===== src/sv/lru_pkg.sv =====
// ---------------------------------------------------------------------------
// lru_pkg
// Shared widths, types and sequencer states for the LRU page replacement block.
// ---------------------------------------------------------------------------
package lru_pkg;

   localparam int MAX_FRAMES     = 8;
   localparam int FRAME_IDX_BITS = $clog2(MAX_FRAMES);
   localparam int PAGE_BITS      = 16;
   localparam int STAMP_BITS     = 32;
   localparam int FAULT_BITS     = 32;
   localparam int CSR_BITS       = 4;

   localparam logic [CSR_BITS-1:0] FRAMES_RESET = CSR_BITS'(MAX_FRAMES);

   typedef logic [FRAME_IDX_BITS-1:0] frame_idx_type;
   typedef logic [PAGE_BITS-1:0]      page_type;
   typedef logic [STAMP_BITS-1:0]     stamp_type;
   typedef logic [FAULT_BITS-1:0]     fault_type;

   typedef enum logic [1:0] {
      ST_IDLE,
      ST_HIT_SCAN,
      ST_MIN_SCAN,
      ST_FINISH
   } state_type;

   // one frame as seen at the read port
   typedef struct packed {
      logic      valid;
      page_type  page;
      stamp_type stamp;
   } frame_rd_type;

   // write command for one frame
   typedef struct packed {
      logic          en;
      frame_idx_type idx;
      page_type      page;
      stamp_type     stamp;
   } frame_wr_type;

endpackage


===== src/sv/lru_if.sv =====
// ---------------------------------------------------------------------------
// lru_if
// Valid/ready channels for page references and replacement results.
// ---------------------------------------------------------------------------
interface lru_req_if import lru_pkg::*; ();
   logic     valid;
   logic     ready;
   page_type page_number;

   modport source (output valid, output page_number, input ready);
   modport sink   (input valid, input page_number, output ready);
endinterface

interface lru_rsp_if import lru_pkg::*; ();
   logic          valid;
   logic          ready;
   logic          hit;
   frame_idx_type frame_index;
   logic          evicted_valid;
   page_type      evicted_page;
   fault_type     fault_total;

   modport source (output valid, output hit, output frame_index, output evicted_valid,
                   output evicted_page, output fault_total, input ready);
   modport sink   (input valid, input hit, input frame_index, input evicted_valid,
                   input evicted_page, input fault_total, output ready);
endinterface


===== src/sv/lru_frame_store.sv =====
// ---------------------------------------------------------------------------
// lru_frame_store
// Per-frame page number, valid bit and last-use stamp, one read and one write port.
// ---------------------------------------------------------------------------
module lru_frame_store import lru_pkg::*; (
   input  logic          clock,
   input  logic          reset,
   input  frame_idx_type rd_idx,
   output frame_rd_type  rd,
   input  frame_wr_type  wr
);

   page_type              page_ff  [MAX_FRAMES];
   logic [MAX_FRAMES-1:0] valid_ff;
   stamp_type             stamp_ff [MAX_FRAMES];

   // page numbers are only looked at behind a set valid bit
   always_ff @(posedge clock) begin
      if (wr.en) begin
         page_ff[wr.idx] <= wr.page;
      end
   end

   always_ff @(posedge clock) begin
      if (reset) begin
         valid_ff <= '0;
         for (int i = 0; i < MAX_FRAMES; i++) begin
            stamp_ff[i] <= '0;
         end
      end else if (wr.en) begin
         valid_ff[wr.idx] <= 1'b1;
         stamp_ff[wr.idx] <= wr.stamp;
      end
   end

   always_comb begin
      rd.valid = valid_ff[rd_idx];
      rd.page  = page_ff[rd_idx];
      rd.stamp = stamp_ff[rd_idx];
   end

endmodule


===== src/sv/lru_page_replacement.sv =====
// ---------------------------------------------------------------------------
// lru_page_replacement
// Timestamp LRU page replacement over up to eight frames.
// ---------------------------------------------------------------------------
// One request beat carries a page number; one response beat comes back for it,
// giving hit or fault, the frame now holding the page, any evicted page and the
// saturating fault total. The frames are walked one per cycle through a single
// read port, with an equality compare and a less-than compare: first a search for
// the page (stops at the first match), then on a miss a search for the smallest
// stamp. Each item is accepted in ST_IDLE, searched in ST_HIT_SCAN and, on a
// miss, ST_MIN_SCAN, and written back in ST_FINISH once the response register is
// free. The request side is ready only while the sequencer is idle; the response
// sits in an output register, so a new request beat may be taken while the
// previous response still waits. csr_wr_data sets the number of managed frames
// (0 acts as 1, above eight acts as eight) and is to be written only while the
// block is idle. Reset clears all frames at once.
// ---------------------------------------------------------------------------
module lru_page_replacement import lru_pkg::*; (
   input  logic                clock,
   input  logic                reset,
   lru_req_if.sink             req_chan,
   lru_rsp_if.source           rsp_chan,
   input  logic                csr_wr_en,
   input  logic [CSR_BITS-1:0] csr_wr_data
);

   // sequencer and item registers
   state_type     state_ff, state_in;
   frame_idx_type idx_ff;
   page_type      page_ff;
   stamp_type     acc_ff;
   fault_type     fault_ff;
   logic          found_ff;
   frame_idx_type slot_ff;
   stamp_type     min_stamp_ff;
   logic          min_valid_ff;
   page_type      min_page_ff;
   logic [CSR_BITS-1:0] frames_ff;

   // response register
   logic          rsp_valid_ff;
   logic          rsp_hit_ff;
   frame_idx_type rsp_frame_ff;
   logic          rsp_ev_valid_ff;
   page_type      rsp_ev_page_ff;
   fault_type     rsp_fault_ff;

   frame_rd_type  frame_rd;
   frame_wr_type  frame_wr;
   frame_idx_type last_idx;
   logic          is_last;
   logic          hit_match;
   logic          take_min;
   logic          req_beat;
   logic          finish_go;
   fault_type     fault_next;

   // ---------------------------------------------------------------------
   // Frame storage
   // ---------------------------------------------------------------------
   lru_frame_store u_store (
      .clock  (clock),
      .reset  (reset),
      .rd_idx (idx_ff),
      .rd     (frame_rd),
      .wr     (frame_wr)
   );

   // highest managed frame, with the register clamped into range
   always_comb begin
      if (frames_ff == '0) begin
         last_idx = '0;
      end else if (frames_ff > CSR_BITS'(MAX_FRAMES)) begin
         last_idx = FRAME_IDX_BITS'(MAX_FRAMES - 1);
      end else begin
         last_idx = FRAME_IDX_BITS'(frames_ff - 1'b1);
      end
   end

   // the compares: equality in the page search, less-than in the stamp search
   assign is_last   = (idx_ff == last_idx);
   assign hit_match = frame_rd.valid && (frame_rd.page == page_ff);
   assign take_min  = (idx_ff == '0) || (frame_rd.stamp < min_stamp_ff);

   assign fault_next = (!found_ff && (fault_ff != '1)) ? fault_ff + 1'b1 : fault_ff;

   // ---------------------------------------------------------------------
   // Next state
   // ---------------------------------------------------------------------
   always_comb begin
      state_in = state_ff;
      case (state_ff)
         ST_IDLE: begin
            if (req_chan.valid) begin
               state_in = ST_HIT_SCAN;
            end
         end
         ST_HIT_SCAN: begin
            if (hit_match) begin
               state_in = ST_FINISH;
            end else if (is_last) begin
               state_in = ST_MIN_SCAN;
            end
         end
         ST_MIN_SCAN: begin
            if (is_last) begin
               state_in = ST_FINISH;
            end
         end
         ST_FINISH: begin
            if (!rsp_valid_ff || rsp_chan.ready) begin
               state_in = ST_IDLE;
            end
         end
         default: begin
            state_in = ST_IDLE;
         end
      endcase
   end

   // ---------------------------------------------------------------------
   // Sequencer outputs
   // ---------------------------------------------------------------------
   always_comb begin
      req_chan.ready = 1'b0;
      finish_go      = 1'b0;
      case (state_ff)
         ST_IDLE: begin
            req_chan.ready = 1'b1;
         end
         ST_FINISH: begin
            // hold the write-back until the response register is free
            finish_go = !rsp_valid_ff || rsp_chan.ready;
         end
         default: begin
            req_chan.ready = 1'b0;
         end
      endcase
   end

   assign req_beat = req_chan.valid && req_chan.ready;

   // write back the chosen frame: a hit only refreshes the stamp, but page and
   // valid are rewritten with the same values
   always_comb begin
      frame_wr.en    = finish_go;
      frame_wr.idx   = slot_ff;
      frame_wr.page  = page_ff;
      frame_wr.stamp = acc_ff;
   end

   // ---------------------------------------------------------------------
   // Control registers
   // ---------------------------------------------------------------------
   always_ff @(posedge clock) begin
      if (reset) begin
         state_ff     <= ST_IDLE;
         acc_ff       <= '0;
         fault_ff     <= '0;
         frames_ff    <= FRAMES_RESET;
         rsp_valid_ff <= 1'b0;
      end else begin
         state_ff <= state_in;
         if (csr_wr_en) begin
            frames_ff <= csr_wr_data;
         end
         // advance the access counter on each request beat, saturating
         if (req_beat && (acc_ff != '1)) begin
            acc_ff <= acc_ff + 1'b1;
         end
         if (finish_go) begin
            fault_ff     <= fault_next;
            rsp_valid_ff <= 1'b1;
         end else if (rsp_chan.ready) begin
            rsp_valid_ff <= 1'b0;
         end
      end
   end

   // ---------------------------------------------------------------------
   // Item and search registers
   // ---------------------------------------------------------------------
   always_ff @(posedge clock) begin
      case (state_ff)
         ST_IDLE: begin
            if (req_beat) begin
               page_ff  <= req_chan.page_number;
               idx_ff   <= '0;
               found_ff <= 1'b0;
            end
         end
         ST_HIT_SCAN: begin
            if (hit_match) begin
               found_ff <= 1'b1;
               slot_ff  <= idx_ff;
            end else if (is_last) begin
               idx_ff <= '0;
            end else begin
               idx_ff <= idx_ff + 1'b1;
            end
         end
         ST_MIN_SCAN: begin
            // strict less-than keeps the lowest index on a tie
            if (take_min) begin
               slot_ff      <= idx_ff;
               min_stamp_ff <= frame_rd.stamp;
               min_valid_ff <= frame_rd.valid;
               min_page_ff  <= frame_rd.page;
            end
            if (!is_last) begin
               idx_ff <= idx_ff + 1'b1;
            end
         end
         default: begin
            idx_ff <= idx_ff;
         end
      endcase
   end

   // response payload
   always_ff @(posedge clock) begin
      if (finish_go) begin
         rsp_hit_ff      <= found_ff;
         rsp_frame_ff    <= slot_ff;
         rsp_ev_valid_ff <= !found_ff && min_valid_ff;
         rsp_ev_page_ff  <= (!found_ff && min_valid_ff) ? min_page_ff : '0;
         rsp_fault_ff    <= fault_next;
      end
   end

   assign rsp_chan.valid         = rsp_valid_ff;
   assign rsp_chan.hit           = rsp_hit_ff;
   assign rsp_chan.frame_index   = rsp_frame_ff;
   assign rsp_chan.evicted_valid = rsp_ev_valid_ff;
   assign rsp_chan.evicted_page  = rsp_ev_page_ff;
   assign rsp_chan.fault_total   = rsp_fault_ff;

   // ---------------------------------------------------------------------
   // Assertions
   // ---------------------------------------------------------------------
   a_scan_in_range: assert property (@(posedge clock) disable iff (reset)
      (state_ff == ST_HIT_SCAN || state_ff == ST_MIN_SCAN) |-> (idx_ff <= last_idx))
      else $error("frame scan beyond managed range");

   a_hit_no_evict: assert property (@(posedge clock) disable iff (reset)
      rsp_chan.valid && rsp_chan.hit |-> !rsp_chan.evicted_valid)
      else $error("eviction reported on a hit");

   a_fault_monotonic: assert property (@(posedge clock) disable iff (reset)
      !$past(reset) |-> (fault_ff >= $past(fault_ff)))
      else $error("fault counter went backwards");

   a_stamp_nonzero: assert property (@(posedge clock) disable iff (reset)
      finish_go |-> (frame_wr.stamp != '0))
      else $error("frame written with an empty stamp");

   a_slot_in_range: assert property (@(posedge clock) disable iff (reset)
      finish_go |-> (slot_ff <= last_idx))
      else $error("write-back outside managed frames");

endmodule


===== src/flat_wrapper.sv =====
// flat-port wrapper written by rule: the top's interface ports become plain ports
module lru_page_replacement_flat import lru_pkg::*;
  (clock, reset, csr_wr_en, csr_wr_data, req_chan_valid, req_chan_page_number, req_chan_ready, rsp_chan_valid, rsp_chan_hit, rsp_chan_frame_index, rsp_chan_evicted_valid, rsp_chan_evicted_page, rsp_chan_fault_total, rsp_chan_ready);
  lru_req_if req_chan_i ();
  lru_rsp_if rsp_chan_i ();
  input  logic clock;
  input  logic reset;
  input  logic csr_wr_en;
  input  logic [CSR_BITS-1:0] csr_wr_data;
  input wire logic [$bits(req_chan_i.valid)-1:0] req_chan_valid;
  input wire logic [$bits(req_chan_i.page_number)-1:0] req_chan_page_number;
  output wire logic [$bits(req_chan_i.ready)-1:0] req_chan_ready;
  output wire logic [$bits(rsp_chan_i.valid)-1:0] rsp_chan_valid;
  output wire logic [$bits(rsp_chan_i.hit)-1:0] rsp_chan_hit;
  output wire logic [$bits(rsp_chan_i.frame_index)-1:0] rsp_chan_frame_index;
  output wire logic [$bits(rsp_chan_i.evicted_valid)-1:0] rsp_chan_evicted_valid;
  output wire logic [$bits(rsp_chan_i.evicted_page)-1:0] rsp_chan_evicted_page;
  output wire logic [$bits(rsp_chan_i.fault_total)-1:0] rsp_chan_fault_total;
  input wire logic [$bits(rsp_chan_i.ready)-1:0] rsp_chan_ready;
  assign req_chan_i.valid = req_chan_valid;
  assign req_chan_i.page_number = req_chan_page_number;
  assign req_chan_ready = req_chan_i.ready;
  assign rsp_chan_valid = rsp_chan_i.valid;
  assign rsp_chan_hit = rsp_chan_i.hit;
  assign rsp_chan_frame_index = rsp_chan_i.frame_index;
  assign rsp_chan_evicted_valid = rsp_chan_i.evicted_valid;
  assign rsp_chan_evicted_page = rsp_chan_i.evicted_page;
  assign rsp_chan_fault_total = rsp_chan_i.fault_total;
  assign rsp_chan_i.ready = rsp_chan_ready;
  lru_page_replacement u_core (.clock(clock), .reset(reset), .req_chan(req_chan_i), .rsp_chan(rsp_chan_i), .csr_wr_en(csr_wr_en), .csr_wr_data(csr_wr_data));
endmodule

===== config.mk =====
export PLATFORM = sky130hd
export DESIGN_NAME = lru_page_replacement_flat
export DESIGN_NICKNAME = d
export VERILOG_FILES = /design/src/sv/lru_pkg.sv /design/src/sv/lru_if.sv /design/src/sv/lru_frame_store.sv /design/src/sv/lru_page_replacement.sv /design/src/flat_wrapper.sv
export SDC_FILE = /design/constraint.sdc
export NUM_CORES = 1
export LEC_CHECK = 0
export ABC_AREA = 1
export BUFFER_PORTS_ARGS = -buffer_cell sky130_fd_sc_hd__buf_2
export CORE_ASPECT_RATIO = 0.7
export CORE_UTILIZATION = 57
export CTS_CLUSTER_SIZE = 14
export DETAILED_ROUTE_END_ITERATION = 10
export PLACE_DENSITY = 0.78
export SYNTH_ARGS = -nofsm -noshare
export SYNTH_HDL_FRONTEND = slang
export SYNTH_HIERARCHICAL = 1
export SYNTH_SLANG_ARGS = --single-unit
export TNS_END_PERCENT = 30

===== constraint.sdc =====
create_clock -name clock -period 10.25 [get_ports clock]
set_input_delay 0.5125 -clock clock [delete_from_list [all_inputs] [get_ports clock]]
set_output_delay 0.5125 -clock clock [all_outputs]
set_load 0.02 [all_outputs]

==> Word-level counts from Yosys, hierarchy flattened <==
Memories as Yosys holds them, arrays and structs flattened. A register that Yosys moved wholly into a read port is not among the register bits.
Index checks and enable logic that the tools add are counted.
{ "word_totals": {"word_cells": 109, "ff_bits": 204, "romBits": 0, "ram_bits": 384, "mem_count": 2, "latchBits": 0, "output_inout_bits": 55, "inputBits": 25} }
{ "classes": {"n_mux": 39, "bitwise_logic": 1, "n_addsub": 4, "multipliers": 0, "reduce_logical": 24, "eq_ne": 16, "order_cmp": 5, "shifts": 0, "div_mod_pow": 0} }
{ "memory_table": {"columns": ["name", "depth", "width", "rd", "rd_ports_with_merged_regs", "wr", "line_no", "rtl"], "rows": [
  ["u_core.u_store.stamp_ff", 8, 32, 1, 1, 8, "lru_frame_store.sv:15", "stamp_type stamp_ff [MAX_FRAMES];"],
  ["u_core.u_store.page_ff", 8, 16, 1, 1, 1, "lru_frame_store.sv:13", "page_type page_ff [MAX_FRAMES];"]
]} }
{ "op_table": {"columns": ["op", "count"], "rows": [
  ["32-bit by 1-bit adder with 32-bit output (second input constant)", 2],
  ["32-bit two-way mux", 2],
  ["32-bit != test (second input constant)", 2],
  ["3-bit two-way mux", 11],
  ["32-bit less-than comparator", 1],
  ["32-bit OR reduction", 1],
  ["16-bit == test", 1],
  ["1-bit two-way mux", 15],
  ["2-bit two-way mux", 5],
  ["2-bit by 1-bit != test with 1-bit output (second input constant)", 5],
  ["3-bit case mux with 3 select lines", 1],
  ["3-bit by 4-bit less-than comparator with 1-bit output (second input constant)", 2],
  ["8-bit bitwise OR", 1],
  ["2-bit case mux with 4 select lines", 1],
  ["4-bit AND reduction", 2],
  ["1-bit logical AND", 6],
  ["2-bit != test (second input constant)", 3],
  ["3-bit case mux with 2 select lines", 1],
  ["3-bit AND reduction", 2],
  ["2-bit nonzero test", 3],
  ["2-bit == test (second input constant)", 2],
  ["4-bit greater-than comparator (second input constant)", 1],
  ["4-bit zero test", 1],
  ["2-bit AND reduction", 2],
  ["other kinds (14)", 16]
]} }

==> Longest topological paths before layout <==
Gate-level depths: netlist of run 1.
{ "depth": {"ltp_word": 8, "mapped_depth": 23, "ltp_nobuf": 20} }

==> Modules after synthesis <==
The synthesis of run 1 kept the hierarchy.
{ "modules_own_cells": {"columns": ["module", "seq_area_each_um2", "cells_per_inst", "area_each_um2", "n_inst"], "rows": [
  ["lru_frame_store", 11691.2, 2057, 18492.7, 1],
  ["lru_page_replacement", 5175.0, 1179, 10048.4, 1]
]} }

==> Worst setup path after synthesis of run 1 <==
OpenSTA, ideal clock, no wires.
{ "synth_timing": {"path_type": "reg-to-reg", "start": "register u_core.idx_ff[0]", "end": "register u_core.min_page_ff[0], enable pin", "period_less_slack_ps": 4896, "required_time_ps": 9778, "setup_ps": 472, "n_path_buf": 3, "path_stages_with_launch": 18, "path_slack_ps": 5354, "arrival_time_ps": 4424, "cell_sequence": "edfxtp_1 buf_4 inv_4 buf_6 buf_2 nand2_1 nand3_1 nand2_1 nand2_1 nand2_1 ha_1 a21oi_1 o21ai_0 nand2_1 o211ai_1 a21oi_1 nand2_1 a21oi_1"} }
{ "synth_between": {"elab_chain_len": 3} }
{ "synth_rtl": {"columns": ["item", "line_no", "rtl"], "rows": [
  ["start, declared", "lru_page_replacement.sv:29", "frame_idx_type idx_ff;"],
  ["start signal, assigned", "lru_page_replacement.sv:199", "idx_ff <= idx_ff + 1'b1;"],
  ["start signal, assigned", "lru_page_replacement.sv:211", "idx_ff <= idx_ff + 1'b1;"],
  ["start signal, assigned", "lru_page_replacement.sv:215", "idx_ff <= idx_ff;"],
  ["3-bit zero test", "lru_page_replacement.sv:83", "assign take_min = (idx_ff == '0) || (frame_rd.stamp < min_stamp_ff);"],
  ["1-bit logical OR", "lru_page_replacement.sv:83", null],
  ["2-bit AND reduction (no source line)", null, null],
  ["end signal, assigned", "lru_page_replacement.sv:208", "min_page_ff <= frame_rd.page;"],
  ["end, declared", "lru_page_replacement.sv:37", "page_type min_page_ff;"]
]} }
Every way passes these cells.
A chain may end at the register's enable or synchronous reset.

==> Worst setup path in the final report of run 1 <==
{ "layout_timing": {"start": "register u_core.idx_ff[0]", "end": "register u_core.min_stamp_ff[20], enable pin"} }
{ "layout_between": {"elab_chain_len": 3} }
{ "layout_rtl": {"columns": ["item", "line_no", "rtl"], "rows": [
  ["3-bit zero test", "lru_page_replacement.sv:83", null],
  ["1-bit logical OR", "lru_page_replacement.sv:83", null],
  ["2-bit AND reduction (no source line)", null, null],
  ["end signal, assigned", "lru_page_replacement.sv:206", "min_stamp_ff <= frame_rd.stamp;"],
  ["end, declared", "lru_page_replacement.sv:35", "stamp_type min_stamp_ff;"]
]} }
Every way passes these cells.

==> out/results.md, run 1 <==
| Result | Reported | Unit |
|:---|:---|:---|
| Leftover overflow at the end of global routing | 0 | - |
| Total of fill cells in the finished design | 3,977 | - |
| Number of global-route vias before repair | 19,827 | - |
| Vias post-DR | 21,395 | - |
| Data arrival time of the critical path | 5.46 | ns |
| Pre-Repair DR Iteration Count | 6 | - |
| Total detailed-routing wirelength | 69,300 | um |
| Largest net degree at the start of global routing | 202 | - |
| Initial antenna violation count | 0 | - |
| Main area contributors after synthesis | sky130_fd_sc_hd__edfxtp_1, sky130_fd_sc_hd__nand2_1, sky130_fd_sc_hd__inv_1, sky130_fd_sc_hd__dfxtp_1, sky130_fd_sc_hd__nor2_1 | - |
| Die W | 269 | um |
| Sequential Area | 16,900 | sq um |
| Critical path data required time | 10.48 | ns |
| Number of standard-cell rows in the floorplan | 68 | - |
| DRC marker count from the first detailed-route iteration | 2,717 | - |
| H-tree depth reported by CTS | 2 | - |
| Total power of the final layout | 0.00708 | W |
| Total Die Area | 51,000 | sq um |
| Post-synth top area share | 53.6 | % |
| Area of the mapped netlist | 28,500 | sq um |
| MaxCap Viol Count | 0 | - |
| Run status | finished, final reports clean | - |
| Max frequency | 191 | MHz |
| Number of vias per cell | 5.38 | - |
| Post-synth net total | 3,301 | - |
| Worst Setup End Kind | flip-flop | - |
| Antenna diode instance count | 0 | - |
| Io pins | 80 | - |
| Aggregate negative setup slack | 0 | ns |
| Areal power density over the cells | 229 | nW/um^2 |
| Yosys reg bits | 588 | - |
| Setup violators final | 0 | - |
| Port Buffer Count | 79 | - |
| Clock tree from TritonCTS | yes | - |
| R2R Setup Slk | 5.02 | ns |
| Synth Instances | 3,236 | - |
| Setup repair after global routing missed its margin | no | - |
| Number of enable-type register cells in the synthesized netlist | 509 | - |
| Hold Path Class | input pin to flip-flop | - |
| Largest vdd supply drop | 0.332 | mV |
| Maximum fanout count along the critical path | 107 | - |
| Number of buffers inserted for hold repair after clock tree synthesis | 0 | - |
| Number of remaining DRC errors | 0 | - |
| Starting utilization of the core area | 57.8 | % |
| Total clock sinks | 588 | - |
| Buffers inserted during post-CTS setup optimization | 0 | - |
| Root Driver | sky130_fd_sc_hd__clkbuf_16 | - |
| Static Leak | 13.4 | nW |
| Maximum clock skew at final layout | 0.0213 | ns |
| Synth warnings | 6 | - |
| Layout cells sized above 1 | 7.39 | % |
| Critical path type | flip-flop to flip-flop | - |
| Final-report max-slew violation count | 0 | - |
| Fraction of synthesis flops using an asynchronous set or reset pin | 0 | % |
| Share of the yosys chip area belonging to registers | 59.1 | % |
| Cell accounting for the most synthesized area | sky130_fd_sc_hd__edfxtp_1 | - |
| Clock transition at the register clock pins on the worst setup and hold paths after CTS | 0.06 | ns |
| Final #Nets | 3,334 | - |
| TritonCTS buffer count | 54 | - |
| Detail Placement HPWL | 41,500 | um |
| CORE AREA | 49,300 | sq um |
| Worst slew margin | 14.9 | % |
| Count of nets left with antenna violations after detail routing | 0 | - |
| Post-DR wirelength/cell | 17.4 | um |
| Worst-skew pair later-pin latency | 0.61 | ns |
| Netlist cell types | 43 | - |
| Wire length of the first global-routing pass | 109,000 | um |
| Time the final worst path needs with I/O delays and setup | 5.23 | ns |
| GR Util All Layers | 27.2 | % |
| Avg Synthesized Cell Area | 8.82 | sq um |
| Die span in y | 189 | um |
| Primary flip-flop cell chosen by synthesis mapping | sky130_fd_sc_hd__edfxtp_1 | - |
| Hold Violations, Final | 0 | - |
| Slew of the pin with the lowest slew margin | 1.28 | ns |
| Area taken by multi-input logic gates | 8520 | sq um |
| Post-route clock period utilization | 51.0 | % |
| Buffer levels on the longest clock path | 3 | - |
| Post-CTS Resized | 0 | - |
| Setup crit start kind | flip-flop | - |
| Area grow syn2layout | 8.22 | % |
| Routability cong. | 0.916 | - |
-- per-stage QoR --
step	cells	setup slack [ns]	util, %	instance area (sq um)	hold WS [ns]
detailed placement	3878	5.11	59.2	29200	0.442
global route	3980	4.71	62.6	30900	0.0651
finish	3980	5.02	62.6	30900	0.0777
CTS	3980	5.09	62.6	30900	0.0568
global placement	3878	5.18	59.2	29200	0.434
floorplan	3236	5.35	-	28500	0.426
-- flip-flops by register name, summed over array words and instances (netlist names) --
name,flops
u_core/slot_ff,3
u_core/min_page_ff,16
u_core/min_valid_ff,1
u_core/frames_ff,4
u_core/fault_ff,32
u_core/found_ff,1
u_core/u_store/valid_ff,8
u_core/page_ff,16
u_core/idx_ff,3
u_core/u_store/page_ff,128
u_core/rsp_chan.evicted_valid,1
u_core/rsp_chan.evicted_page,16
u_core/rsp_chan.fault_total,32
u_core/min_stamp_ff,32
u_core/rsp_chan.frame_index,3
u_core/u_store/stamp_ff,256
u_core/rsp_chan.valid,1
u_core/acc_ff,32
u_core/rsp_chan.hit,1
u_core/state_ff,2
-- worst max-delay path, cell delays in order, from the launching register on --
cell and delay (ns):
sky130_fd_sc_hd__edfxtp_1 0.49, sky130_fd_sc_hd__inv_6 0.64, sky130_fd_sc_hd__buf_4 0.86, sky130_fd_sc_hd__nand2_1 0.14
sky130_fd_sc_hd__nand3_1 0.11, sky130_fd_sc_hd__nand2_1 0.07, sky130_fd_sc_hd__nand2_1 0.06, sky130_fd_sc_hd__nand2_1 0.09
sky130_fd_sc_hd__ha_1 0.30, sky130_fd_sc_hd__a21oi_1 0.19, sky130_fd_sc_hd__o21ai_0 0.11, sky130_fd_sc_hd__nand2_1 0.07
sky130_fd_sc_hd__o211ai_1 0.07, sky130_fd_sc_hd__a21oi_1 0.14, sky130_fd_sc_hd__nand2_1 0.12, sky130_fd_sc_hd__a21oi_4 0.71
sky130_fd_sc_hd__buf_4 0.59
-- area by class of cell --
type                    instances  share of cell area [%]
clock buffers                  77                    4.89
clock inverters                25                   0.531
well taps                     665                    2.69
repair buffers                105                    1.95
inverters                     635                    7.75
flip-flops and latches        588                    54.6
multi-input cells            1885                    27.6
-- worst paths after layout --
check | startpoint | end | cells after the start
setup / recovery | u_core/idx_ff[0] | u_core/min_stamp_ff[20] | 16
hold / removal | req_chan_page_number[11] | u_core/page_ff[11] | 1
setup reg to reg | u_core/idx_ff[0] | u_core/min_stamp_ff[20] | 16
hold reg to reg | u_core/found_ff | u_core/rsp_chan.hit | 0
-- synth_stat cells, types with 2 or more instances --
cell	count
sky130_fd_sc_hd__nand3_1	238
sky130_fd_sc_hd__nand4_1	15
sky130_fd_sc_hd__nor3_1	32
sky130_fd_sc_hd__nand2_2	8
sky130_fd_sc_hd__nor2_4	2
sky130_fd_sc_hd__buf_2	56
sky130_fd_sc_hd__dfxtp_1	79
sky130_fd_sc_hd__edfxtp_1	509
sky130_fd_sc_hd__o21ai_1	27
sky130_fd_sc_hd__a21oi_1	90
sky130_fd_sc_hd__nand2_1	941
sky130_fd_sc_hd__o21ai_2	21
sky130_fd_sc_hd__nor2_2	8
sky130_fd_sc_hd__xnor2_1	10
sky130_fd_sc_hd__inv_4	3
sky130_fd_sc_hd__xor2_1	32
sky130_fd_sc_hd__o211ai_1	2
sky130_fd_sc_hd__clkbuf_1	29
sky130_fd_sc_hd__o21ai_0	28
sky130_fd_sc_hd__ha_1	40
sky130_fd_sc_hd__o22ai_1	4
sky130_fd_sc_hd__buf_1	3
sky130_fd_sc_hd__nor2_1	365
sky130_fd_sc_hd__nor3_2	3
sky130_fd_sc_hd__inv_2	3
sky130_fd_sc_hd__nor4_1	5
sky130_fd_sc_hd__buf_6	26
sky130_fd_sc_hd__inv_1	629
sky130_fd_sc_hd__buf_4	14
-- routing by layer --
layer	vias up	part of all wire, %	track usage, %
met3	108	12	5.50
met5	-	0	0
met2	1171	42	39.4
li1	10187	-	-
met4	0	1.7	5.94
met1	9929	44	42.3
-- power breakdown --
group | internal, W | switching [W] | leakage, nW | total (W)
registers | 0.00287 | 0.000108 | 5.59 | 0.00298
clock network | 0.00105 | 0.000874 | 0.825 | 0.00192
logic | 0.000601 | 0.00157 | 7.00 | 0.00218
-- cells in the final DEF (no fill, tap or decap), drive strengths merged, types with 16 or more instances in the layout --
cell,netlist,layout
a21oi,90,90
buf,99,105
clkbuf,29,77
clkinv,0,25
dfxtp,79,79
edfxtp,509,509
ha,40,40
inv,635,634
nand2,950,950
nand3,238,238
nand4,16,16
nor2,375,375
nor3,35,35
o21ai,76,76
xor2,33,33
-- cell families (layout without fill, tap and decap cells) --
logic type	Yosys count	count (layout)	share of synthesized area, %
AO/OA/AOI/OAI	177	177	3.47
XOR/XNOR	43	43	1.35
adder cells (fa/ha/maj)	40	40	1.75
buffers and inverters	763	842	11.2
flip-flops	588	588	59.1
AND/OR/NAND/NOR	1625	1625	23.2
No activity file was read; power rests on OpenSTA's default activity.
==> run 2, diff against run 1 <==
--- a/config.mk
+++ b/config.mk
@@ -5,13 +5,13 @@
 export SDC_FILE = /design/constraint.sdc
 export NUM_CORES = 1
 export LEC_CHECK = 0
-export ABC_AREA = 1
+export ABC_AREA = 0
 export BUFFER_PORTS_ARGS = -buffer_cell sky130_fd_sc_hd__buf_2
 export CORE_ASPECT_RATIO = 0.7
-export CORE_UTILIZATION = 57
+export CORE_UTILIZATION = 56
 export CTS_CLUSTER_SIZE = 14
 export DETAILED_ROUTE_END_ITERATION = 10
-export PLACE_DENSITY = 0.78
+export PLACE_DENSITY = 0.8
 export SYNTH_ARGS = -nofsm -noshare
 export SYNTH_HDL_FRONTEND = slang
 export SYNTH_HIERARCHICAL = 1
==> constraint.sdc (replaced) <==
create_clock -name clock -period 4.6 [get_ports clock]
set_input_delay 0.23 -clock clock [delete_from_list [all_inputs] [get_ports clock]]
set_output_delay 0.23 -clock clock [all_outputs]
set_load 0.02 [all_outputs]
==> run 2 against run 1 <==
  * Cell count down 38%
  * Worst hold slack gained 0.024 ns
  * Non-clock buffer count increased by 38
  * Wire length down 18%
  * First-iteration DRC count shrank 40%
  * Die area down 9.4%
  * Largest cell class unchanged
  * Largest power group unchanged
==> out/results.md, run 2 <==
| Result | Reported | Unit | vs previous |
|:---|:---|:---|:---|
| Data arrival time of the critical path | 4.63 | ns | -0.83 ns |
| Registers with the highest flip-flop counts | u_core/u_store/stamp_ff (256), u_core/u_store/page_ff (128) | - |  |
| Static Leak | 9.55 | nW | -29% |
| Total detailed-routing wirelength | 56,600 | um | -18% |
| Post-synth top area share | 60.2 | % | +6.7 points |
| Number of global-route vias before repair | 15,164 | - | -24% |
| Hold path depth | 3 | - | +2 |
| Hold Violations, Final | 0 | - | unchanged |
| Slew of the pin with the lowest slew margin | 1.08 | ns | -0.197 ns |
| Most common cell in the synthesized netlist | sky130_fd_sc_hd__edfxtp_1 | - |  |
| H-tree depth reported by CTS | 2 | - | unchanged |
| DRC marker count from the first detailed-route iteration | 1,618 | - | -40% |
| Reg2reg path depth | 12 | - | -4 |
| TritonCTS buffer count | 54 | - | unchanged |
| Die W | 256 | um | -4.8% |
| Post-route clock period utilization | 94.8 | % | +44 points |
| Largest net degree at the start of global routing | 95 | - | -53% |
| Setup violators final | 0 | - | unchanged |
| Hold Path Class | input pin to flip-flop | - |  |
| Worst slew margin | 27.9 | % | +13 points |
| Number of enable-type register cells in the synthesized netlist | 509 | - | unchanged |
| CORE AREA | 44,200 | sq um | -10% |
| Compound-cell area share of the yosys netlist | 2.47 | % | -1.0 points |
| Total of fill cells in the finished design | 3,056 | - | -23% |
| Buffer levels on the longest clock path | 3 | - | unchanged |
| Number of vias per cell | 6.19 | - | +15% |
| Primary flip-flop cell chosen by synthesis mapping | sky130_fd_sc_hd__edfxtp_1 | - |  |
| Max frequency | 229 | MHz | +20% |
| Final #Nets | 1,886 | - | -43% |
| Setup repair after global routing missed its margin | no | - |  |
| Flip-flop count of the largest register after layout | 256 | - | unchanged |
| Run status | finished, final reports clean | - |  |
| Share of the yosys chip area belonging to registers | 66.5 | % | +7.4 points |
| Pre-Repair DR Iteration Count | 7 | - | +1 |
| Time the final worst path needs with I/O delays and setup | 4.36 | ns | -0.866 ns |
| Io pins | 80 | - | unchanged |
| Simple-gate share of the synthesized area | 11.0 | % | -12 points |
| Main area contributors after synthesis | sky130_fd_sc_hd__edfxtp_1, sky130_fd_sc_hd__mux4_2, sky130_fd_sc_hd__dfxtp_1, sky130_fd_sc_hd__nor3_1, sky130_fd_sc_hd__mux2_2 | - |  |
| Most common library cells after synthesis | sky130_fd_sc_hd__edfxtp_1, sky130_fd_sc_hd__nor3_1, sky130_fd_sc_hd__mux4_2 | - |  |
| Count of nets left with antenna violations after detail routing | 0 | - | unchanged |
| Detail Placement HPWL | 33,500 | um | -19% |
| Vias post-DR | 15,225 | - | -29% |
| Clock transition at the register clock pins on the worst setup and hold paths after CTS | 0.06 | ns | about the same |
| Area grow syn2layout | 12.5 | % |  |
| Maximum fanout count along the critical path | 33 | - | -69% |
| Most common library cell in the layout ignoring fill and taps | sky130_fd_sc_hd__edfxtp_1 | - |  |
| Critical path type | flip-flop to flip-flop | - |  |
| Netlist cell types | 58 | - | +35% |
| Hold_sp | rsp_chan_ready | - |  |
| Critical path data required time | 4.87 | ns | -5.61 ns |
| Worst-skew pair later-pin latency | 0.59 | ns | -0.02 ns |
| FF-to-FF Start | u_core/idx_ff[2] | - |  |
| Initial antenna violation count | 0 | - | unchanged |
| Avg Synthesized Cell Area | 14.6 | sq um | +66% |
| Areal power density over the cells | 526 | nW/um^2 | +130% |
| R2R Path End | u_core/min_page_ff[11] | - |  |
| Clock tree from TritonCTS | yes | - |  |
| Yosys reg bits | 588 | - | unchanged |
| Fraction of synthesis flops using an asynchronous set or reset pin | 0 | % | unchanged |
| Commonest cells after routing, fill and taps aside | sky130_fd_sc_hd__edfxtp_1, sky130_fd_sc_hd__nor3_1, sky130_fd_sc_hd__mux4_2 | - |  |
| Area taken by multi-input logic gates | 7750 | sq um | -9.0% |
| Number of remaining DRC errors | 0 | - | unchanged |
| GR Util All Layers | 24.7 | % | -2.5 points |
| Setup crit start kind | flip-flop | - |  |
| Largest register by flop count | u_core/u_store/stamp_ff | - |  |
| Main combinational cell family by area after synthesis | multiplexers | - |  |
| Total Die Area | 46,200 | sq um | -9.4% |
| Largest vdd supply drop | 0.340 | mV | +2.7% |
| Multiplexer share of the synthesized area | 11.1 | % | +11 points |
| Final-report max-slew violation count | 0 | - | unchanged |
| Starting utilization of the core area | 57.4 | % | -0.42 points |
| Area of the mapped netlist | 25,400 | sq um | -11% |
| # placed instances | 2,335 | - | -40% |
| Number of standard-cell rows in the floorplan | 64 | - | -5.9% |
| Routability cong. | 0.805 | - | -12% |
| Layout cells sized above 1 | 20.1 | % | +13 points |
| Post-CTS Resized | 0 | - | unchanged |
| Maximum clock skew at final layout | 0.0167 | ns | -0.00460 ns |
| Antenna diode instance count | 0 | - | unchanged |
| MaxCap Viol Count | 0 | - | unchanged |
| Aggregate negative setup slack | 0 | ns | unchanged |
| Cell accounting for the most synthesized area | sky130_fd_sc_hd__edfxtp_1 | - |  |
| Post-synth net total | 1,803 | - | -45% |
| Endpoint with the worst hold slack | u_core/rsp_chan.valid | - |  |
| Total clock sinks | 588 | - | unchanged |
| Non-Filler Instances | 2,461 | - | -38% |
| Adder-cell area share of the yosys netlist | 1.97 | % | +0.22 points |
| R2R Setup Slk | 0.24 | ns | -4.78 ns |
| Die span in y | 180 | um | -4.8% |
| Xor and xnor fraction of the mapped netlist area | 3.59 | % | +2.2 points |
| Synth warnings | 6 | - | unchanged |
| Port Buffer Count | 79 | - | unchanged |
| Synth Instances | 1,738 | - | -46% |
| Root Driver | sky130_fd_sc_hd__clkbuf_16 | - |  |
| Sequential Area | 16,900 | sq um | unchanged |
| Wire length of the first global-routing pass | 87,600 | um | -20% |
| Worst Setup End Kind | flip-flop | - |  |
| Post-DR wirelength/cell | 23.0 | um | +32% |
| Leftover overflow at the end of global routing | 0 | - | unchanged |
==> run 2: changes by cell type after synthesis, moves of 41 or more <==
cell                       before  now
sky130_fd_sc_hd__a21oi_1       90   23
sky130_fd_sc_hd__clkbuf_1      29   87
sky130_fd_sc_hd__inv_1        629   58
sky130_fd_sc_hd__mux2_2         0   49
sky130_fd_sc_hd__mux4_2         0   98
sky130_fd_sc_hd__nand2_1      941   54
sky130_fd_sc_hd__nand3_1      238   31
sky130_fd_sc_hd__nor2_1       365   93
sky130_fd_sc_hd__nor3_1        32  276
sky130_fd_sc_hd__xnor2_1       10   51
==> run 2: worst max-delay path by stage <==
stage	to	start	depth (start not counted)
after CTS	u_core/min_page_ff[11]	u_core/idx_ff[2]	12
after global placement	u_core/min_page_ff[8]	u_core/idx_ff[2]	12
after global routing	u_core/min_page_ff[12]	u_core/idx_ff[2]	12
after detailed placement	u_core/min_page_ff[11]	u_core/idx_ff[2]	12
after floorplan	u_core/min_page_ff[0]	u_core/idx_ff[0]	12
final	u_core/min_page_ff[11]	u_core/idx_ff[2]	12
==> run 2: what timing repair did <==
item	CTS	global route
endpoints found under the hold margin	20	0
hold buffers	24	0
setup buffers	0	0
==> run 2: stage by stage <==
stage | utilization (%) | setup slack (ns) | area [sq um] | power, W | hold slack, ns
after floorplan | - | 0.0573 | 25400 | 0.00940 | 0.329
after global placement | 59.9 | 0.507 | 26500 | 0.0103 | 0.407
after detailed placement | 59.9 | 0.398 | 26500 | 0.0104 | 0.408
after CTS | 64.6 | 0.348 | 28500 | 0.0151 | 0.0666
after global routing | 64.6 | 0.152 | 28500 | 0.0156 | 0.122
final | 64.6 | 0.240 | 28500 | 0.0150 | 0.101
==> run 2: layout make-up <==
type                            instances  share of cell area [%]
Sequential cell                       588                    59.1
Multi-Input combinational cell        944                    27.1
Clock buffer                           86                    5.73
Timing Repair Buffer                  143                    3.54
Tap cell                              594                    2.60
Inverter                               90                    1.18
Clock inverter                         16                   0.710
==> run 2: worst max-delay path, cell delays in order (launching register included) <==
cell	delay, ns
sky130_fd_sc_hd__edfxtp_1	0.94
sky130_fd_sc_hd__buf_12	0.32
sky130_fd_sc_hd__mux4_2	0.35
sky130_fd_sc_hd__mux2_2	0.29
sky130_fd_sc_hd__ha_1	0.32
sky130_fd_sc_hd__a21o_1	0.18
sky130_fd_sc_hd__a21o_1	0.17
sky130_fd_sc_hd__a21oi_1	0.18
sky130_fd_sc_hd__o21ai_0	0.16
sky130_fd_sc_hd__a21oi_1	0.34
sky130_fd_sc_hd__o41a_1	0.28
sky130_fd_sc_hd__o21a_2	0.18
sky130_fd_sc_hd__buf_4	0.28
==> run 2: power by group <==
part	total, W	leakage (nW)	switching, W	internal [W]
combinational	0.00382	3.04	0.00215	0.00166
sequential	0.00662	5.61	0.000242	0.00638
clock	0.00459	0.900	0.00192	0.00267
==> run 2: layer usage <==
layer / part of all wire, % / GRT usage, % / up-vias
met5: 0 / 0 / -
met4: 2.0 / 6.76 / 0
met3: 11 / 6.19 / 98
met2: 46 / 38.2 / 829
met1: 41 / 35.1 / 7561
li1: - / - / 6737
==> run 2: kinds of logic after synthesis <==
kind of cell / Yosys count
DFF: 588
muxes: 152
AOI/OAI and AO/OA: 89
buffers and inverters: 206
xor gates and xnor gates: 104
and+or+nand+nor: 559
adders and majority gates: 40
==> run 3, diff against run 2 <==
--- a/config.mk
+++ b/config.mk
@@ -11,7 +11,9 @@
 export CORE_UTILIZATION = 56
 export CTS_CLUSTER_SIZE = 14
 export DETAILED_ROUTE_END_ITERATION = 10
+export MAX_ROUTING_LAYER = met4
 export PLACE_DENSITY = 0.8
+export SETUP_SLACK_MARGIN = 0.5
 export SYNTH_ARGS = -nofsm -noshare
 export SYNTH_HDL_FRONTEND = slang
 export SYNTH_HIERARCHICAL = 1
==> run 3 against run 2 <==
  * First-iteration DRC count fell by 1.8%
  * Wire length rose by 1.0%
  * Count of clock-buffer cells in the layout stayed put
==> out/results.md, run 3 (synthesis results as in run 2) <==
| Result | Reported | Unit | vs previous |
|:---|:---|:---|:---|
| Critical path data required time | 4.93 | ns | +0.06 ns |
| Hold Path Class | input pin to flip-flop | - |  |
| Registers with the highest flip-flop counts | u_core/u_store/stamp_ff (256), u_core/u_store/page_ff (128) | - |  |
| Maximum clock skew at final layout | 0.0216 | ns | +0.00493 ns |
| Total Die Area | 46,200 | sq um | unchanged |
| Io pins | 80 | - | unchanged |
| Aggregate negative setup slack | 0 | ns | unchanged |
| Reg2reg path depth | 13 | - | +1 |
| Hold Violations, Final | 0 | - | unchanged |
| Buffer levels on the longest clock path | 3 | - | unchanged |
| H-tree depth reported by CTS | 2 | - | unchanged |
| Hold path depth | 3 | - | unchanged |
| FF-to-FF Start | u_core/idx_ff[0] | - |  |
| Setup violators final | 0 | - | unchanged |
| R2R Path End | u_core/min_stamp_ff[25] | - |  |
| Slew of the pin with the lowest slew margin | 1.08 | ns | +0.00170 ns |
| CORE AREA | 44,200 | sq um | unchanged |
| Final #Nets | 1,892 | - | +0.32% |
| Setup repair after global routing missed its margin | no | - |  |
| Die span in y | 180 | um | unchanged |
| Time the final worst path needs with I/O delays and setup | 4.00 | ns | -0.363 ns |
| Post-route clock period utilization | 86.9 | % | -7.9 points |
| Crit path cell chain | buf_4, buf_12, mux4_2, mux2_2, ha_1, a21o_1, a21o_1, a21oi_1, o21ai_0, a21oi_2, o41a_1, o21a_2, buf_12 | - |  |
| Largest register by flop count | u_core/u_store/stamp_ff | - |  |
| Clock transition at the register clock pins on the worst setup and hold paths after CTS | 0.06 | ns | about the same |
| Clock tree from TritonCTS | yes | - |  |
| GR Util All Layers | 25.7 | % | +0.99 points |
| Run status | finished, final reports clean | - |  |
| Number of remaining DRC errors | 0 | - | unchanged |
| Root Driver | sky130_fd_sc_hd__clkbuf_16 | - |  |
| Leftover overflow at the end of global routing | 0 | - | unchanged |
| Number of standard-cell rows in the floorplan | 64 | - | unchanged |
| Internal power contribution | 0.0108 | W | +0.74% |
| Final-report max-slew violation count | 0 | - | unchanged |
| Vias post-DR | 15,259 | - | +0.22% |
| Initial antenna violation count | 0 | - | unchanged |
| Static Leak | 9.60 | nW | +0.54% |
| Areal power density over the cells | 529 | nW/um^2 | +0.43% |
| Part of the power in registers | 43.6 | % | -0.5 points |
| Layout cells sized above 1 | 20.4 | % | +0.31 points |
| Commonest cells after routing, fill and taps aside | sky130_fd_sc_hd__edfxtp_1, sky130_fd_sc_hd__nor3_1, sky130_fd_sc_hd__mux4_2 | - |  |
| Crit path max-delay cell type | sky130_fd_sc_hd__mux4_2 | - |  |
| Net switching power | 0.00435 | W | +0.85% |
| Die W | 256 | um | unchanged |
| Critical path type | flip-flop to flip-flop | - |  |
| Setup crit start kind | flip-flop | - |  |
| Number of vias per cell | 6.19 | - | about the same |
| Largest vdd supply drop | 0.338 | mV | -0.72% |
| Flip-flop count of the largest register after layout | 256 | - | unchanged |
| Maximum fanout count along the critical path | 32 | - | -3.0% |
| Area grow syn2layout | 12.9 | % |  |
| Worst-skew pair later-pin latency | 0.60 | ns | about the same |
| Combinational cell fraction of total power | 26.1 | % | +0.7 points |
| Worst hold slack across all endpoints | 0.0854 | ns | -0.0158 ns |
| Pre-Repair DR Iteration Count | 5 | - | -2 |
| MaxCap Viol Count | 0 | - | unchanged |
| Power share of the clock group | 30.3 | % | -0.2 points |
| Switching power as a share of total power | 28.7 | % | about the same |
| Total detailed-routing wirelength | 57,200 | um | +1.0% |
| Largest net degree at the start of global routing | 95 | - | unchanged |
| Data arrival time of the critical path | 4.32 | ns | -0.31 ns |
| Number of global-route vias before repair | 15,261 | - | +0.64% |
| Detail Placement HPWL | 33,500 | um | unchanged |
| Worst path top cell family by delay | compound AO/OA/AOI/OAI gates | - |  |
| Routability cong. | 0.818 | - | +1.6% |
| Most common library cell in the layout ignoring fill and taps | sky130_fd_sc_hd__edfxtp_1 | - |  |
| Worst slew margin | 27.8 | % | -0.11 points |
| Slowest cell delay on critical path | 0.53 | ns | -0.41 ns |
| R2R Setup Slk | 0.60 | ns | +0.36 ns |
| Hold_sp | rsp_chan_ready | - |  |
| Starting utilization of the core area | 57.4 | % | unchanged |
| Max frequency | 250 | MHz | +9.1% |
| Port Buffer Count | 79 | - | unchanged |
| Antenna diode instance count | 0 | - | unchanged |
| Buffers plus inverters on the worst setup path | 3 | - | +1 |
| TritonCTS buffer count | 54 | - | unchanged |
| Count of nets left with antenna violations after detail routing | 0 | - | unchanged |
| Endpoint with the worst hold slack | u_core/rsp_chan.valid | - |  |
| DRC marker count from the first detailed-route iteration | 1,589 | - | -1.8% |
| Total of fill cells in the finished design | 3,039 | - | -0.56% |
| Post-DR wirelength/cell | 23.2 | um | +0.77% |
| Worst Setup End Kind | flip-flop | - |  |
| Wire length of the first global-routing pass | 88,300 | um | +0.74% |
| Total clock sinks | 588 | - | unchanged |
==> run 3: power by group through the flow <==
stage | clock, W | combinational [W] | sequential (W)
after floorplan | 0 | 0.00272 | 0.00668
after global placement | 0 | 0.00361 | 0.00671
after detailed placement | 0 | 0.00371 | 0.00673
after CTS | 0.00464 | 0.00391 | 0.00659
after global routing | 0.00484 | 0.00422 | 0.00663
final | 0.00460 | 0.00395 | 0.00660
==> run 3: final cells by class <==
cell class / instances / area [sq um] / area share (%)
Sequential cell: 588 / 16900 / 58.9
Clock buffer: 86 / 1640 / 5.71
Timing Repair Buffer: 149 / 1100 / 3.86
Multi-Input combinational cell: 944 / 7750 / 27.1
Clock inverter: 16 / 203 / 0.708
Tap cell: 594 / 743 / 2.59
Inverter: 90 / 338 / 1.18
==> run 3: worst max-delay path by stage <==
stage                           from                       to  cells past startpoint
finish              u_core/idx_ff[0]  u_core/min_stamp_ff[25]                     13
global route        u_core/idx_ff[0]  u_core/min_stamp_ff[18]                     12
CTS                 u_core/idx_ff[0]   u_core/min_page_ff[11]                     13
detailed placement  u_core/idx_ff[2]   u_core/min_page_ff[11]                     12
global placement    u_core/idx_ff[2]    u_core/min_page_ff[8]                     12
floorplan           u_core/idx_ff[0]    u_core/min_page_ff[0]                     12
==> run 3: repair_timing <==
item / 4_1_cts / 5_1_grt
gates cloned: 1 / 0
hold buffers: 24 / 0
endpoints found under the setup margin: 49 / 49
resized for setup: 4 / 3
endpoints found under the hold margin: 20 / 0
buffers inserted: 5 / 0
==> run 3: per-stage QoR <==
stage / total power [W] / instances / util (%) / worst slack, ns / area, sq um
floorplan: 0.00940 / 1738 / - / 0.0573 / 25400
global route: 0.0157 / 2467 / 64.8 / 0.510 / 28600
global placement: 0.0103 / 2335 / 59.9 / 0.507 / 26500
CTS: 0.0151 / 2467 / 64.8 / 0.566 / 28600
detailed placement: 0.0104 / 2335 / 59.9 / 0.398 / 26500
finish: 0.0151 / 2467 / 64.8 / 0.603 / 28600
==> run 3: worst min-delay path, stage by stage <==
cell and delay [ns]:
sky130_fd_sc_hd__buf_2 0.07, sky130_fd_sc_hd__nand2b_1 0.17, sky130_fd_sc_hd__a21oi_1 0.12
==> run 3: layer usage <==
layer	vias to the layer above	share of wire [%]	track usage [%]
met5	-	0	-
met4	0	2.0	6.86
met3	99	11	6.05
met2	826	46	38.8
met1	7589	41	35.3
li1	6745	-	-
